File: config.mk
export PLATFORM = sky130hd
export DESIGN_NAME = oaar_ctrl
export DESIGN_NICKNAME = d
export VERILOG_FILES = /design/src/hw/rtl/oaar_pkg.sv /design/src/hw/rtl/oaar_ctrl.sv
export SDC_FILE = /design/constraint.sdc
export NUM_CORES = 1
export LEC_CHECK = 0
export BUFFER_PORTS_ARGS = -buffer_cell sky130_fd_sc_hd__buf_2
export CAP_MARGIN = 5
export CORE_AREA = 4 4 41 43
export CTS_BUF_LIST = sky130_fd_sc_hd__clkbuf_4 sky130_fd_sc_hd__clkbuf_8
export DETAILED_ROUTE_END_ITERATION = 10
export DIE_AREA = 0 0 45 47
export GPL_ROUTABILITY_DRIVEN = 0
export MAX_ROUTING_LAYER = met4
export PLACE_DENSITY = 0.4
export SETUP_SLACK_MARGIN = 0.4
export SLEW_MARGIN = 20
export SYNTH_ARGS = -nofsm -noshare
export SYNTH_HDL_FRONTEND = slang
export SYNTH_SLANG_ARGS = --single-unit
File: constraint.sdc
create_clock -name clk -period 3.1 [get_ports clk]
set_clock_uncertainty 0.1 [all_clocks]
set_input_delay 0.155 -clock clk [delete_from_list [all_inputs] [get_ports clk]]
set_output_delay 0.155 -clock clk [all_outputs]
set_load 0.05 [all_outputs]
File: src/hw/rtl/oaar_pkg.sv
`timescale 1ns / 1ps
`default_nettype none
package oaar_pkg;

  // Ring geometry. Positions on the ports are 12 bits, so the ring holds 4096 slots.
  localparam int BUF_LEN  = 4096;
  localparam int ADDR_W   = $clog2(BUF_LEN);
  localparam int POS_W    = 12;
  localparam int SAMPLE_W = 16;
  localparam int COUNT_W  = 48;
  localparam int IN_W     = 40;
  localparam int OUT_W    = 88;

  typedef enum logic [1:0] {
    CMD_ACCUM = 2'd0,
    CMD_READ  = 2'd1,
    CMD_CLEAR = 2'd2,
    CMD_RSVD  = 2'd3
  } cmd_t;

  typedef enum logic [2:0] {
    ST_INIT,
    ST_IDLE,
    ST_FETCH,
    ST_COMMIT,
    ST_SWEEP
  } state_t;

  // controller -> datapath
  typedef struct packed {
    logic load_in;
    logic fetch;
    logic commit;
    logic sweep;
    logic sweep_emit;
  } dp_cmd_t;

  // datapath -> controller
  typedef struct packed {
    logic sweep_last;
    logic out_free;
  } dp_stat_t;

endpackage
`default_nettype wire

File: src/hw/rtl/oaar_ctrl.sv
`timescale 1ns / 1ps
`default_nettype none
module oaar_ctrl (
  input  wire logic              clk,
  input  wire logic              rst_n,
  input  wire logic              in_tvalid,
  input  wire oaar_pkg::cmd_t    in_cmd,
  output logic                   in_tready,
  input  wire oaar_pkg::dp_stat_t stat,
  output oaar_pkg::dp_cmd_t      cmd
);
  import oaar_pkg::*;

  state_t state_r, state_nxt;

  always_ff @(posedge clk) begin
    if (!rst_n) begin
      state_r <= ST_INIT;
    end else begin
      state_r <= state_nxt;
    end
  end

  always_comb begin
    state_nxt = state_r;
    in_tready = 1'b0;
    cmd       = '0;
    unique case (state_r)
      ST_INIT: begin
        cmd.sweep = 1'b1;
        if (stat.sweep_last) begin
          state_nxt = ST_IDLE;
        end
      end
      ST_IDLE: begin
        in_tready = stat.out_free;
        if (in_tvalid && stat.out_free) begin
          cmd.load_in = 1'b1;
          state_nxt   = (in_cmd == CMD_CLEAR) ? ST_SWEEP : ST_FETCH;
        end
      end
      ST_FETCH: begin
        cmd.fetch = 1'b1;
        state_nxt = ST_COMMIT;
      end
      ST_COMMIT: begin
        cmd.commit = 1'b1;
        state_nxt  = ST_IDLE;
      end
      ST_SWEEP: begin
        cmd.sweep = 1'b1;
        if (stat.sweep_last) begin
          cmd.sweep_emit = 1'b1;
          state_nxt      = ST_IDLE;
        end
      end
      default: begin
        state_nxt = ST_INIT;
      end
    endcase
  end

`ifndef ASSERT_OFF
  // a non-clear request passes fetch and then reaches commit after it is taken
  a_commit_two_after: assert property (@(posedge clk) disable iff (!rst_n)
    (in_tvalid && in_tready && in_cmd != CMD_CLEAR) |-> ##2 cmd.commit)
    else $error("commit not two cycles after accept");
`endif

endmodule
`default_nettype wire

==> impl_results.md <==
* Total of warnings raised by yosys at 0
* Number of nets produced by synthesis at 29
* Async set-reset flop share out of synthesis at 0%
* Number of nets in the layout at 46
* Vias in the first global route at 237
* Hold_sp: stat[0]
* Post-synth top area share at 27.7%
* Max Buffers Root-to-Sink at 2
* Instance count along the most critical hold path at 3
* Post-route clock period utilization at 51.7%
* R2R Setup Slk at 1950 ps
* Worst IR Drop VDD at 0.000102 V
* Cell type contributing the most total cell area after synthesis: dfxtp_1
* Total number of placement rows at 13
* Global route overflow at 0
* Clk Tree Root Cell: clkbuf_4
* Total number of H-tree levels at 1
* Largest net degree at the start of global routing at 10
* Vias per Instance at 4.53
* Flop and latch count out of synthesis at 3
* Ratio of cells with drive above 1 in the final layout at 47.4%
* Pwr/cell area at 508 nW/um^2
* Proportion of synthesized chip area in sequential cells at 27.7%
* Antenna viol nets, final at 0
* Area occupied by multi-input gates at 156 sq um
* Crit start category: flop
* EDFF count, synth at 0
* Ordered cell list for the critical path: and4bb_4, and2_1, buf_2
* Slowest stage cell on the critical path: dfxtp_1
* Synth Area per Inst at 9.84 sq um
* Clock transition at the register clock pins on the worst setup and hold paths after CTS at 40 ps
* Total iterations of the first detailed-routing run at 2
* Worst relative slew slack at 81.7%
* DR vias at 240
* Initial standard-cell utilization of the core at 16.6%
* Die area at 2120 sq um
* Final HPWL from detailed placement at 474 um
* Final critical delay including setup and external delays at 1600 ps
* Count of fill cells added during filler insertion at 157
* R2R Path Start: state_r[1]
* Pre-CTS worst setup slack at 1760 ps
* Critical R2R Capture: state_r[2]
* Worst-Margin Slew at 273 ps
* Number of distinct library cells after synthesis at 15
* Peak per-stage delay on the critical path at 460 ps
* IO Count at 13
* Detail-routed net length per standard cell at 11.3 um
* Fmax at 624 MHz
* Clock latency on the worst-skew pair at 230 ps
* Slew Viols, Final at 0
* Worst hold slack across all endpoints at 120 ps
* Clock tree from TritonCTS: yes
* Worst hold path type: primary input to flop
* Setup repair bufs after CTS at 0
* Max_cap viols at 0
* Post-detailed-routing wire length at 600 um
* TritonCTS buffer count at 3
* Global-route total usage across every layer at 7.18%
* Diode insertion count for antenna repair at 0
* Number of antenna violations at the first check in global routing at 0
* Layout area overhead at 50.3%
* Cell count after synthesis at 22
* Iteration-0 DRC Markers at 2
* Top reg by flops: state_r
* Kind of end point of the critical path: primary output
* Setup repair after global routing missed its margin: false
* Register area at 60.1 sq um
* Core area at 1300 sq um
* R2r worst-path depth at 2
* Max FFs per register at 3
* Top fanout value on the critical path at 9
* Static leakage at 0.144 nW
* Die span in y at 47 um
* Number of resized instances in the post-cts repair step at 0
* Wire length of the first global-routing pass at 1.00 mm
* Post-CTS Hold Fix Bufs at 0
* Total negative setup slack at 0 ps
* Biggest registers after layout: state_r (3)
* Synthesized area at 216 sq um
* Synth top area cells: dfxtp_1 28%, nand4bb_1 10%, and2_1 8.7%
* Final critical-path setup slack at 1500 ps
* I/O Buffers at 12
* # clock sinks at 3
* Die span in x at 45 um
* Most numerous cell types in the synthesized netlist: 3 x and2_1, 3 x dfxtp_1, 2 x nand4bb_1, 2 x nor2b_1, 2 x nor3b_1
* Run status: complete, no violations
* CP Class: flop to primary output
* Post-route DRC at 0
* Most frequently used flop master after synthesis: dfxtp_1
* Final hold vios at 0
* Total power draw at 165 uW
* Worst Hold Endpoint: state_r[1]
* Final setup violation count at 0
* Data required time of the worst path at 2840 ps
* Signal arrival time at the worst endpoint at 1350 ps
critical path, delay by kind of cell, from the launching register on:
kind                   cells  cell delay, ps
AND/OR/NAND/NOR            2             400
flip-flops                 1             460
buffers and inverters      1             250
layout by cell type (no fill, tap or decap):
cell and n:
buf_2 12, and4bb_4 1, and3b_2 1, a21bo_1 1, nand4b_1 1, o211ai_1 1
nand4bb_1 2, and2_1 3, nor2_1 1, nand3b_1 1, nand2b_1 1, dfxtp_1 3
a32o_1 1, nor2b_1 2, clkbuf_4 4, nor3b_1 2, o31ai_1 1
power by group:
| part | switching, mW | internal [mW] | total [mW] |
|---|---|---|---|
| Clock | 0.0209 | 0.0570 | 0.0779 |
| Sequential | 0.00535 | 0.0415 | 0.0468 |
| Combinational | 0.0254 | 0.0150 | 0.0404 |
metal layers:
metal | GRT usage, % | wire length (um)
met2 | 9.32 | 269
met4 | 7.02 | 6
met3 | 3.45 | 59
met5 | - | 0
met1 | 7.73 | 265
final cells by class:
cell class	count	share of cell area, %
multi-input cells	19	48.1
flip-flops and latches	3	18.5
repair buffers	12	18.5
clock buffers	4	9.23
well taps	15	5.77
worst max-delay path by stage:
stage                     from      to  cells after the start
floorplan           state_r[1]  cmd[3]                      1
global placement    state_r[0]  cmd[4]                      3
detailed placement  state_r[0]  cmd[4]                      3
CTS                 state_r[0]  cmd[4]                      3
global route        state_r[2]  cmd[0]                      3
finish              state_r[0]  cmd[4]                      3
through the flow:
stage,area [sq um],instances,util [%]
6_report,325,53,25.0
5_1_grt,325,53,25.0
4_1_cts,325,53,25.0
3_5_place_dp,295,49,22.7
3_3_place_gp,295,49,22.7
2_1_floorplan,216,22,-
logic make-up (layout without fill, tap and decap cells):
group,Yosys count,in the layout,synth area share (%)
DFF,3,3,27.7
buffers and inverters,0,16,0
AOI/OAI and AO/OA,4,4,16.2
and+or+nand+nor,15,15,56.1
Note: power is estimated with default switching activity, not from simulation.
